### src/rtl/dqkc_pkg.sv
// Package with the shared constants, codes and word layouts of the dual queue key collator.
`timescale 1ns / 1ps
`default_nettype none

package dqkc_pkg;

  localparam int DEPTH_DEFAULT  = 16;
  localparam int HANDLE_DEFAULT = 16;

  localparam int KEY_W     = 64;
  localparam int HANDLE_W  = 16;
  localparam int LIMIT_W   = 5;
  localparam int EVICT_W   = 5;
  localparam int DISCARD_W = 32;
  localparam int STATUS_W  = 3;
  localparam int IN_USER_W = 3;
  localparam int IN_DATA_W = 80;
  localparam int OUT_DATA_W = 136;

  localparam logic [LIMIT_W-1:0] LIMIT_RESET = 5'd17;

  typedef enum logic [STATUS_W-1:0] {
    STATUS_ADDED   = 3'd0,
    STATUS_DUP     = 3'd1,
    STATUS_BAD_Q   = 3'd2,
    STATUS_MATCHED = 3'd3,
    STATUS_NONE    = 3'd4
  } status_t;

  localparam logic CMD_ADD   = 1'b0;
  localparam logic CMD_MATCH = 1'b1;

endpackage

`default_nettype wire

### src/rtl/dual_queue_key_collator.sv
// Dual queue key collator: two key-ordered circular stores with a shared key comparator.
// An add scans to the insert slot, shifts the entries above it when it inserts, then runs the
// eviction pass and a result load. A match runs the merge walk over both stores, then a result load.
// One word at a time goes through one 64-bit signed comparator; the next word is accepted once
// the result is loaded, and a stalled output holds the block in its result state.
// Reset (rst, synchronous) empties both stores, clears the discard count and sets the limit to 17.
`timescale 1ns / 1ps
`default_nettype none

module dual_queue_key_collator
  import dqkc_pkg::*;
#(
  parameter int QUEUE_DEPTH = DEPTH_DEFAULT,
  parameter int HANDLE_BITS = HANDLE_DEFAULT
) (
  input  wire logic                   clk,
  input  wire logic                   rst,
  input  wire logic                   cfg_wr_en,
  input  wire logic [LIMIT_W-1:0]     cfg_wr_data,
  input  wire logic                   s_axis_tvalid,
  output logic                        s_axis_tready,
  // Fields from bit 0: pulse_key[63:0], payload_handle[79:64].
  input  wire logic [IN_DATA_W-1:0]   s_axis_tdata,
  // Fields from bit 0: command[0], queue_select[2:1].
  input  wire logic [IN_USER_W-1:0]   s_axis_tuser,
  output logic                        m_axis_tvalid,
  input  wire logic                   m_axis_tready,
  // Fields from bit 0: evicted_now[4:0], matched_key[68:5], first_handle[84:69],
  // second_handle[100:85], discard_total[132:101], zero padding[135:133].
  output logic [OUT_DATA_W-1:0]       m_axis_tdata,
  // Fields from bit 0: status[2:0].
  output logic [STATUS_W-1:0]         m_axis_tuser
);

  localparam int IW = (QUEUE_DEPTH > 1) ? $clog2(QUEUE_DEPTH) : 1;
  localparam int CW = $clog2(QUEUE_DEPTH + 1);
  localparam int SW = CW + 1;
  localparam int EW = $clog2(QUEUE_DEPTH + 2);
  localparam int HW = HANDLE_BITS;

  typedef enum logic [2:0] {
    ST_IDLE,
    ST_FIND,
    ST_SHIFT,
    ST_EVICT,
    ST_MATCH,
    ST_RESULT
  } state_t;

  state_t state;

  logic [KEY_W-1:0] keys0 [QUEUE_DEPTH];
  logic [HW-1:0]    hnd0  [QUEUE_DEPTH];
  logic [KEY_W-1:0] keys1 [QUEUE_DEPTH];
  logic [HW-1:0]    hnd1  [QUEUE_DEPTH];

  logic [IW-1:0]        head0, head1;
  logic [CW-1:0]        count0, count1;
  logic [DISCARD_W-1:0] discard_count;
  logic [LIMIT_W-1:0]   queue_limit;

  logic                 q_sel;
  logic [KEY_W-1:0]     key_r;
  logic [HW-1:0]        hnd_r;
  logic [CW-1:0]        idx, ptr, pos, mi, mj;
  logic [EVICT_W-1:0]   ev_cnt;
  status_t              res_status;
  logic [KEY_W-1:0]     res_key;
  logic [HW-1:0]        res_h0, res_h1;

  function automatic logic [IW-1:0] wrap(input logic [IW-1:0] h, input logic [CW-1:0] i);
    logic [SW-1:0] sum;
    sum = SW'(h) + SW'(i);
    if (sum >= SW'(QUEUE_DEPTH)) begin
      sum = sum - SW'(QUEUE_DEPTH);
    end
    return sum[IW-1:0];
  endfunction

  function automatic logic [HW-1:0] to_store(input logic [HANDLE_W-1:0] h);
    logic [HW+HANDLE_W-1:0] ext;
    ext = {{HW{1'b0}}, h};
    return ext[HW-1:0];
  endfunction

  function automatic logic [HANDLE_W-1:0] to_port(input logic [HW-1:0] h);
    logic [HW+HANDLE_W-1:0] ext;
    ext = {{HANDLE_W{1'b0}}, h};
    return ext[HANDLE_W-1:0];
  endfunction

  logic [CW-1:0]    ptr_m1, scan_l, rd_l0, rd_l1;
  logic [KEY_W-1:0] rk0, rk1, rk_q;
  logic [HW-1:0]    rh0, rh1, rh_q;
  logic [KEY_W-1:0] cmp_a, cmp_b;
  logic             cmp_lt, cmp_eq;
  logic [CW-1:0]    cnt_q;
  logic [IW-1:0]    head_q;
  logic [EW-1:0]    lim_eff;
  logic             evict_go;
  logic             wr_en;
  logic [IW-1:0]    wr_addr;
  logic [KEY_W-1:0] wr_key;
  logic [HW-1:0]    wr_hnd;
  logic             out_free;
  logic [CW-1:0]    mi_p1, mj_p1;

  assign ptr_m1 = (ptr == '0) ? '0 : ptr - CW'(1);
  assign scan_l = (state == ST_SHIFT) ? ptr_m1 : idx;
  assign rd_l0  = (state == ST_MATCH) ? mi : scan_l;
  assign rd_l1  = (state == ST_MATCH) ? mj : scan_l;

  assign rk0 = keys0[wrap(head0, rd_l0)];
  assign rh0 = hnd0[wrap(head0, rd_l0)];
  assign rk1 = keys1[wrap(head1, rd_l1)];
  assign rh1 = hnd1[wrap(head1, rd_l1)];

  assign rk_q   = q_sel ? rk1 : rk0;
  assign rh_q   = q_sel ? rh1 : rh0;
  assign cnt_q  = q_sel ? count1 : count0;
  assign head_q = q_sel ? head1 : head0;

  assign cmp_a  = (state == ST_MATCH) ? rk0 : rk_q;
  assign cmp_b  = (state == ST_MATCH) ? rk1 : key_r;
  assign cmp_lt = $signed(cmp_a) < $signed(cmp_b);
  assign cmp_eq = cmp_a == cmp_b;

  always_comb begin
    if (int'(queue_limit) > QUEUE_DEPTH) begin
      lim_eff = EW'(QUEUE_DEPTH + 1);
    end else begin
      lim_eff = EW'(queue_limit);
    end
  end

  assign evict_go = (cnt_q != '0) && (EW'(cnt_q) >= lim_eff);

  assign wr_en   = (state == ST_SHIFT);
  assign wr_addr = wrap(head_q, ptr);
  assign wr_key  = (ptr == pos) ? key_r : rk_q;
  assign wr_hnd  = (ptr == pos) ? hnd_r : rh_q;

  assign out_free = !m_axis_tvalid || m_axis_tready;
  assign mi_p1    = mi + CW'(1);
  assign mj_p1    = mj + CW'(1);

  assign s_axis_tready = (state == ST_IDLE);

  always_ff @(posedge clk) begin
    if (wr_en && !q_sel) begin
      keys0[wr_addr] <= wr_key;
      hnd0[wr_addr]  <= wr_hnd;
    end
  end

  always_ff @(posedge clk) begin
    if (wr_en && q_sel) begin
      keys1[wr_addr] <= wr_key;
      hnd1[wr_addr]  <= wr_hnd;
    end
  end

  always_ff @(posedge clk) begin
    if (rst) begin
      state         <= ST_IDLE;
      head0         <= '0;
      head1         <= '0;
      count0        <= '0;
      count1        <= '0;
      discard_count <= '0;
      queue_limit   <= LIMIT_RESET;
      m_axis_tvalid <= 1'b0;
    end else begin
      if (cfg_wr_en) begin
        queue_limit <= cfg_wr_data;
      end
      if (m_axis_tvalid && m_axis_tready && (state != ST_RESULT)) begin
        m_axis_tvalid <= 1'b0;
      end
      case (state)
        ST_IDLE: begin
          if (s_axis_tvalid) begin
            key_r   <= s_axis_tdata[KEY_W-1:0];
            hnd_r   <= to_store(s_axis_tdata[KEY_W +: HANDLE_W]);
            q_sel   <= s_axis_tuser[1];
            idx     <= '0;
            mi      <= '0;
            mj      <= '0;
            ev_cnt  <= '0;
            res_key <= '0;
            res_h0  <= '0;
            res_h1  <= '0;
            if (s_axis_tuser[0] == CMD_MATCH) begin
              state <= ST_MATCH;
            end else if (s_axis_tuser[2]) begin
              res_status <= STATUS_BAD_Q;
              state      <= ST_RESULT;
            end else begin
              state <= ST_FIND;
            end
          end
        end
        ST_FIND: begin
          if ((idx < cnt_q) && cmp_lt) begin
            idx <= idx + CW'(1);
          end else if ((idx < cnt_q) && cmp_eq) begin
            res_status <= STATUS_DUP;
            state      <= ST_EVICT;
          end else begin
            res_status <= STATUS_ADDED;
            if (cnt_q == CW'(QUEUE_DEPTH)) begin
              // A full store always loses its smallest key, which may be the new one.
              ev_cnt <= ev_cnt + EVICT_W'(1);
              if (discard_count != '1) begin
                discard_count <= discard_count + DISCARD_W'(1);
              end
              if (idx == '0) begin
                state <= ST_EVICT;
              end else begin
                if (q_sel) begin
                  head1  <= wrap(head1, CW'(1));
                  count1 <= count1 - CW'(1);
                end else begin
                  head0  <= wrap(head0, CW'(1));
                  count0 <= count0 - CW'(1);
                end
                pos   <= idx - CW'(1);
                ptr   <= cnt_q - CW'(1);
                state <= ST_SHIFT;
              end
            end else begin
              pos   <= idx;
              ptr   <= cnt_q;
              state <= ST_SHIFT;
            end
          end
        end
        ST_SHIFT: begin
          if (ptr == pos) begin
            if (q_sel) begin
              count1 <= count1 + CW'(1);
            end else begin
              count0 <= count0 + CW'(1);
            end
            state <= ST_EVICT;
          end else begin
            ptr <= ptr - CW'(1);
          end
        end
        ST_EVICT: begin
          if (evict_go) begin
            if (q_sel) begin
              head1  <= wrap(head1, CW'(1));
              count1 <= count1 - CW'(1);
            end else begin
              head0  <= wrap(head0, CW'(1));
              count0 <= count0 - CW'(1);
            end
            ev_cnt <= ev_cnt + EVICT_W'(1);
            if (discard_count != '1) begin
              discard_count <= discard_count + DISCARD_W'(1);
            end
          end else begin
            state <= ST_RESULT;
          end
        end
        ST_MATCH: begin
          if ((mi < count0) && (mj < count1)) begin
            if (cmp_eq) begin
              res_status <= STATUS_MATCHED;
              res_key    <= rk0;
              res_h0     <= rh0;
              res_h1     <= rh1;
              head0      <= wrap(head0, mi_p1);
              count0     <= count0 - mi_p1;
              head1      <= wrap(head1, mj_p1);
              count1     <= count1 - mj_p1;
              state      <= ST_RESULT;
            end else if (cmp_lt) begin
              mi <= mi_p1;
            end else begin
              mj <= mj_p1;
            end
          end else begin
            res_status <= STATUS_NONE;
            state      <= ST_RESULT;
          end
        end
        ST_RESULT: begin
          if (out_free) begin
            m_axis_tvalid <= 1'b1;
            m_axis_tuser  <= res_status;
            m_axis_tdata  <= {3'b000, discard_count, to_port(res_h1), to_port(res_h0),
                              res_key, ev_cnt};
            state         <= ST_IDLE;
          end
        end
        default: begin
          state <= ST_IDLE;
        end
      endcase
    end
  end

  a_count0_bound: assert property (@(posedge clk) disable iff (rst)
    count0 <= CW'(QUEUE_DEPTH))
    else $error("Store zero holds more entries than its depth.");

  a_count1_bound: assert property (@(posedge clk) disable iff (rst)
    count1 <= CW'(QUEUE_DEPTH))
    else $error("Store one holds more entries than its depth.");

  a_shift_range: assert property (@(posedge clk) disable iff (rst)
    (state == ST_SHIFT) |-> (ptr >= pos) && (ptr < CW'(QUEUE_DEPTH)))
    else $error("Shift pointer left the insert range.");

  a_discard_monotonic: assert property (@(posedge clk) disable iff (rst)
    !rst |=> discard_count >= $past(discard_count))
    else $error("Discard counter went down.");

  a_result_loads: assert property (@(posedge clk) disable iff (rst)
    (state == ST_RESULT) && out_free |=> m_axis_tvalid && (state == ST_IDLE))
    else $error("A finished result was not presented on the output.");

endmodule

`default_nettype wire
### config.mk
export PLATFORM = sky130hd
export DESIGN_NAME = dual_queue_key_collator
export DESIGN_NICKNAME = d
export VERILOG_FILES = /design/src/rtl/dqkc_pkg.sv /design/src/rtl/dual_queue_key_collator.sv
export SDC_FILE = /design/constraint.sdc
export NUM_CORES = 2
export LEC_CHECK = 0
export BUFFER_PORTS_ARGS = -buffer_cell sky130_fd_sc_hd__buf_2
export CORE_ASPECT_RATIO = 0.7
export CORE_MARGIN = 2
export CORE_UTILIZATION = 55
export CTS_BUF_LIST = sky130_fd_sc_hd__clkbuf_2
export CTS_CLUSTER_DIAMETER = 200
export CTS_CLUSTER_SIZE = 28
export DETAILED_ROUTE_END_ITERATION = 10
export PLACE_DENSITY = 0.8
export SLEW_MARGIN = 15
export SYNTH_ARGS = -nofsm -noshare
export SYNTH_HDL_FRONTEND = slang
export SYNTH_SLANG_ARGS = --single-unit
### constraint.sdc
create_clock -name clk -period 13.44 [get_ports clk]
set_clock_uncertainty 0.2 [all_clocks]
set_input_delay 2.016 -clock clk [delete_from_list [all_inputs] [get_ports clk]]
set_output_delay 2.016 -clock clk [all_outputs]
set_load 0.05 [all_outputs]
==> flow_metrics.env <==
export IMPL_synth_cell_types=78
export IMPL_synth_top_family_by_area="multiplexers"
export IMPL_synth_xor_area_share=0.00373
export IMPL_fp_dieW_um=556
export IMPL_cts_buffers=115
export IMPL_num_rows=141
export IMPL_ys_async_sr_fraction=0
export IMPL_cp_max_fo=132
export IMPL_area_growth_syn_to_layout_pct=6.12
export IMPL_dpl_cell_area_sq_mm=0.123
export IMPL_finalSetupViolCount=0
export IMPL_grt_pass1_wl_um=401000
export IMPL_cts_hold_buf=83
export IMPL_synth_commonest_cells="edfxtp_1 (2906), mux4_2 (715), nor2_1 (342), mux2i_1 (284), a21oi_1 (231)"
export IMPL_ant_nets=0
export IMPL_cts_setup_buffers=0
export IMPL_drv_slew=0
export IMPL_required_ps=14780
export IMPL_nets=6172
export IMPL_relSlewSlack=0.151
export IMPL_synthAdderAreaFrac=0.0132
export IMPL_drcViolationCount=0
export IMPL_syn_inst=5619
export IMPL_synth_compound_area_frac=0.0199
export IMPL_io_pins=234
export IMPL_htreeDepth=3
export IMPL_fin_area_sq_mm=0.125
export IMPL_status="finished, final reports clean"
export IMPL_synthMuxAreaShare=0.171
export IMPL_worst_path_buf_inv=4
export IMPL_vias_per_cell=6.67
export IMPL_antenna_found_initial=9
export IMPL_finalWeightedCongestion=0.851
export IMPL_die_area_sq_mm=0.217
export IMPL_drive_above_1_share=0.249
export IMPL_synthSimpleGateAreaFrac=0.0256
export IMPL_wl_um=279000
export IMPL_ys_seq_elements=2965
export IMPL_cp_top_family="simple AND/OR/NAND/NOR gates"
export IMPL_clk_pin_slew_ps=530
export IMPL_grt_use_total=0.257
export IMPL_yosys_area_top_type="edfxtp_1"
export IMPL_cts_buffer_depth=3
export IMPL_yosysSeqAreaShare=0.754
export IMPL_r2r_start="state[0]"
export IMPL_hold_path_class="primary input to flip-flop"
export IMPL_cts_root_buf="clkbuf_2"
export IMPL_synth_ff_type="edfxtp_1"
export IMPL_clock_latency_ps=2080
export IMPL_fmax_mhz=91.2
export IMPL_critPathSlowestCell="fa_4"
export IMPL_hold_violations=0
export IMPL_avgSynthCellArea_sq_um=20.9
export IMPL_grt_max_degree=137
export IMPL_post_route_min_period_ps=10960
export IMPL_hp_start="cfg_wr_data[2]"
export IMPL_wire_per_inst_um=31.7
export IMPL_cts_tree="built"
export IMPL_cts_sinks=2965
export IMPL_vias=58600
export IMPL_dp_hpwl_um=158000
export IMPL_dieHeight_um=390
export IMPL_syn_area_sq_mm=0.117
export IMPL_cpMostUsedCell="nor2_1"
export IMPL_rsz0062_at_grt="no"
export IMPL_core_area_sq_mm=0.212
export IMPL_yosys_warnings=0
export IMPL_start_util=0.555
export IMPL_crit_start="state[0]"
export IMPL_setup_worst_path_start_class="flip-flop"
export IMPL_critPathMaxStageDelay_ps=1260
export IMPL_synth_most_common_cell="edfxtp_1"
export IMPL_drt_pass1_iterations=6
export IMPL_netlist_top_cells_area="edfxtp_1 (74%), mux4_2 (14%), mux2i_1 (2.4%)"
export IMPL_post_cts_resized=0
export IMPL_end_kind="flip-flop"
export IMPL_final_period_utilization=0.816
export IMPL_overflow=0
export IMPL_crit_type="flip-flop to flip-flop"
export IMPL_port_buffers=230
export IMPL_cap_violations=0
export IMPL_grt_pass1_vias=57000
export IMPL_fin_setup_tns_ps=0
export IMPL_synth_top_area_share=0.744
export IMPL_synth_edff_count=2906
export IMPL_drt_initial_drc_count=9348
export IMPL_cp_arrival_ps=12310
export IMPL_tightest_slew_ps=1270
[cells by family after synthesis]
| group | count (synthesis) |
|---|---|
| DFF | 2965 |
| muxes | 1095 |
| and+or+nand+nor | 652 |
| AOI/OAI and AO/OA | 399 |
| buffers and inverters | 340 |
| adders and majority gates | 120 |
| xor gates and xnor gates | 47 |
| other | 1 |
[through the flow]
step,worst slack [ps],util,cells,hold slack [ps]
2_1_floorplan,801,-,5621,200
3_3_place_gp,3100,0.580,8545,201
3_5_place_dp,2860,0.580,8546,205
4_1_cts,2860,0.588,8784,2.48
5_1_grt,2170,0.589,8792,31.9
6_report,2480,0.589,8793,204
[worst register-to-register path, stage by stage, from the launching register on]
cell and delay [ps]:
dfxtp_1 780, nor2_1 110, buf_4 190, nand2_4 240
buf_4 680, nor2_1 150, nor2_1 210, ha_4 170
inv_1 50, fa_4 1260, buf_12 590, mux4_2 770
mux2i_1 200, mux2_2 260, nor2_1 60, a21oi_1 190
mux2i_1 100, ha_1 310, nand4_1 370, or4_1 770
nor2_1 550, o31a_1 400, a31oi_1 150, a21bo_2 300
nand3_1 550, nand2_1 180, nor4_1 920
[registers in the layout, indices dropped and copies added, names as in the netlist, 4 cells and up]
signal	cells
idx	5
discard_count	32
hnd1	256
mj	5
key_r	64
res_h0	16
res_h1	16
hnd_r	16
ev_cnt	5
keys0	1024
hnd0	256
keys1	1024
count0	5
queue_limit	5
res_key	64
m_axis_tdata	133
count1	5
head0	4
ptr	5
pos	5
head1	4
mi	5
[area by class of cell]
cell class | count | area [sq um]
multi-input combinational | 2316 | 27900
clock inverter | 7 | 105
clock buffer | 148 | 741
inverter | 47 | 176
antenna | 8 | 20.0
tap | 2788 | 3490
timing repair buffer | 514 | 3670
fill | 14500 | 87000
sequential | 2965 | 88400
[routing by layer]
metal | part of all wire | up-vias | global-route usage
li1 | - | 23600 | -
met1 | 0.38 | 30600 | 0.379
met2 | 0.47 | 3938 | 0.396
met3 | 0.13 | 421 | 0.0524
met4 | 0.030 | 8 | 0.0699
met5 | 0.00019 | - | 0
[path summary, 6_finish.rpt]
path                                           to  slack (ps)  cells after the start
worst min-delay path               queue_limit[2]         200                      3
worst max-delay path                    ev_cnt[3]        2480                     26
worst max register to register          ev_cnt[3]        2480                     26
worst min register to register  m_axis_tdata[127]         230                      0
[placed cells by master (no fill, tap or decap), types with 8 or more instances in the layout]
| cell | Yosys | final |
|---|---|---|
| nor2_4 | 0 | 33 |
| xor2_1 | 23 | 23 |
| nand3_1 | 46 | 46 |
| mux4_2 | 715 | 715 |
| nand4_1 | 37 | 37 |
| mux2_2 | 69 | 69 |
| a21oi_2 | 25 | 29 |
| nand2b_1 | 8 | 8 |
| xnor2_1 | 22 | 20 |
| clkbuf_2 | 1 | 148 |
| nor4_1 | 10 | 10 |
| o21ai_1 | 13 | 13 |
| and3_1 | 9 | 8 |
| buf_4 | 15 | 187 |
| a21o_1 | 16 | 16 |
| buf_2 | 35 | 230 |
| ha_1 | 113 | 111 |
| edfxtp_1 | 2906 | 2906 |
| buf_12 | 0 | 14 |
| o21a_1 | 10 | 10 |
| inv_1 | 46 | 46 |
| nor3_1 | 20 | 19 |
| nor2b_1 | 9 | 9 |
| mux2_4 | 19 | 19 |
| and2_1 | 21 | 21 |
| o21ai_0 | 53 | 53 |
| nand2_1 | 85 | 83 |
| nor2_1 | 342 | 310 |
| diode_2 | 0 | 8 |
| or3_1 | 34 | 34 |
| a21oi_1 | 231 | 222 |
| dlygate4sd3_1 | 0 | 83 |
| mux2i_1 | 284 | 284 |
| dfxtp_1 | 59 | 59 |
Power is not shown: default switching activity piles up to over one toggle a cycle in this logic, so the estimate is an artifact.
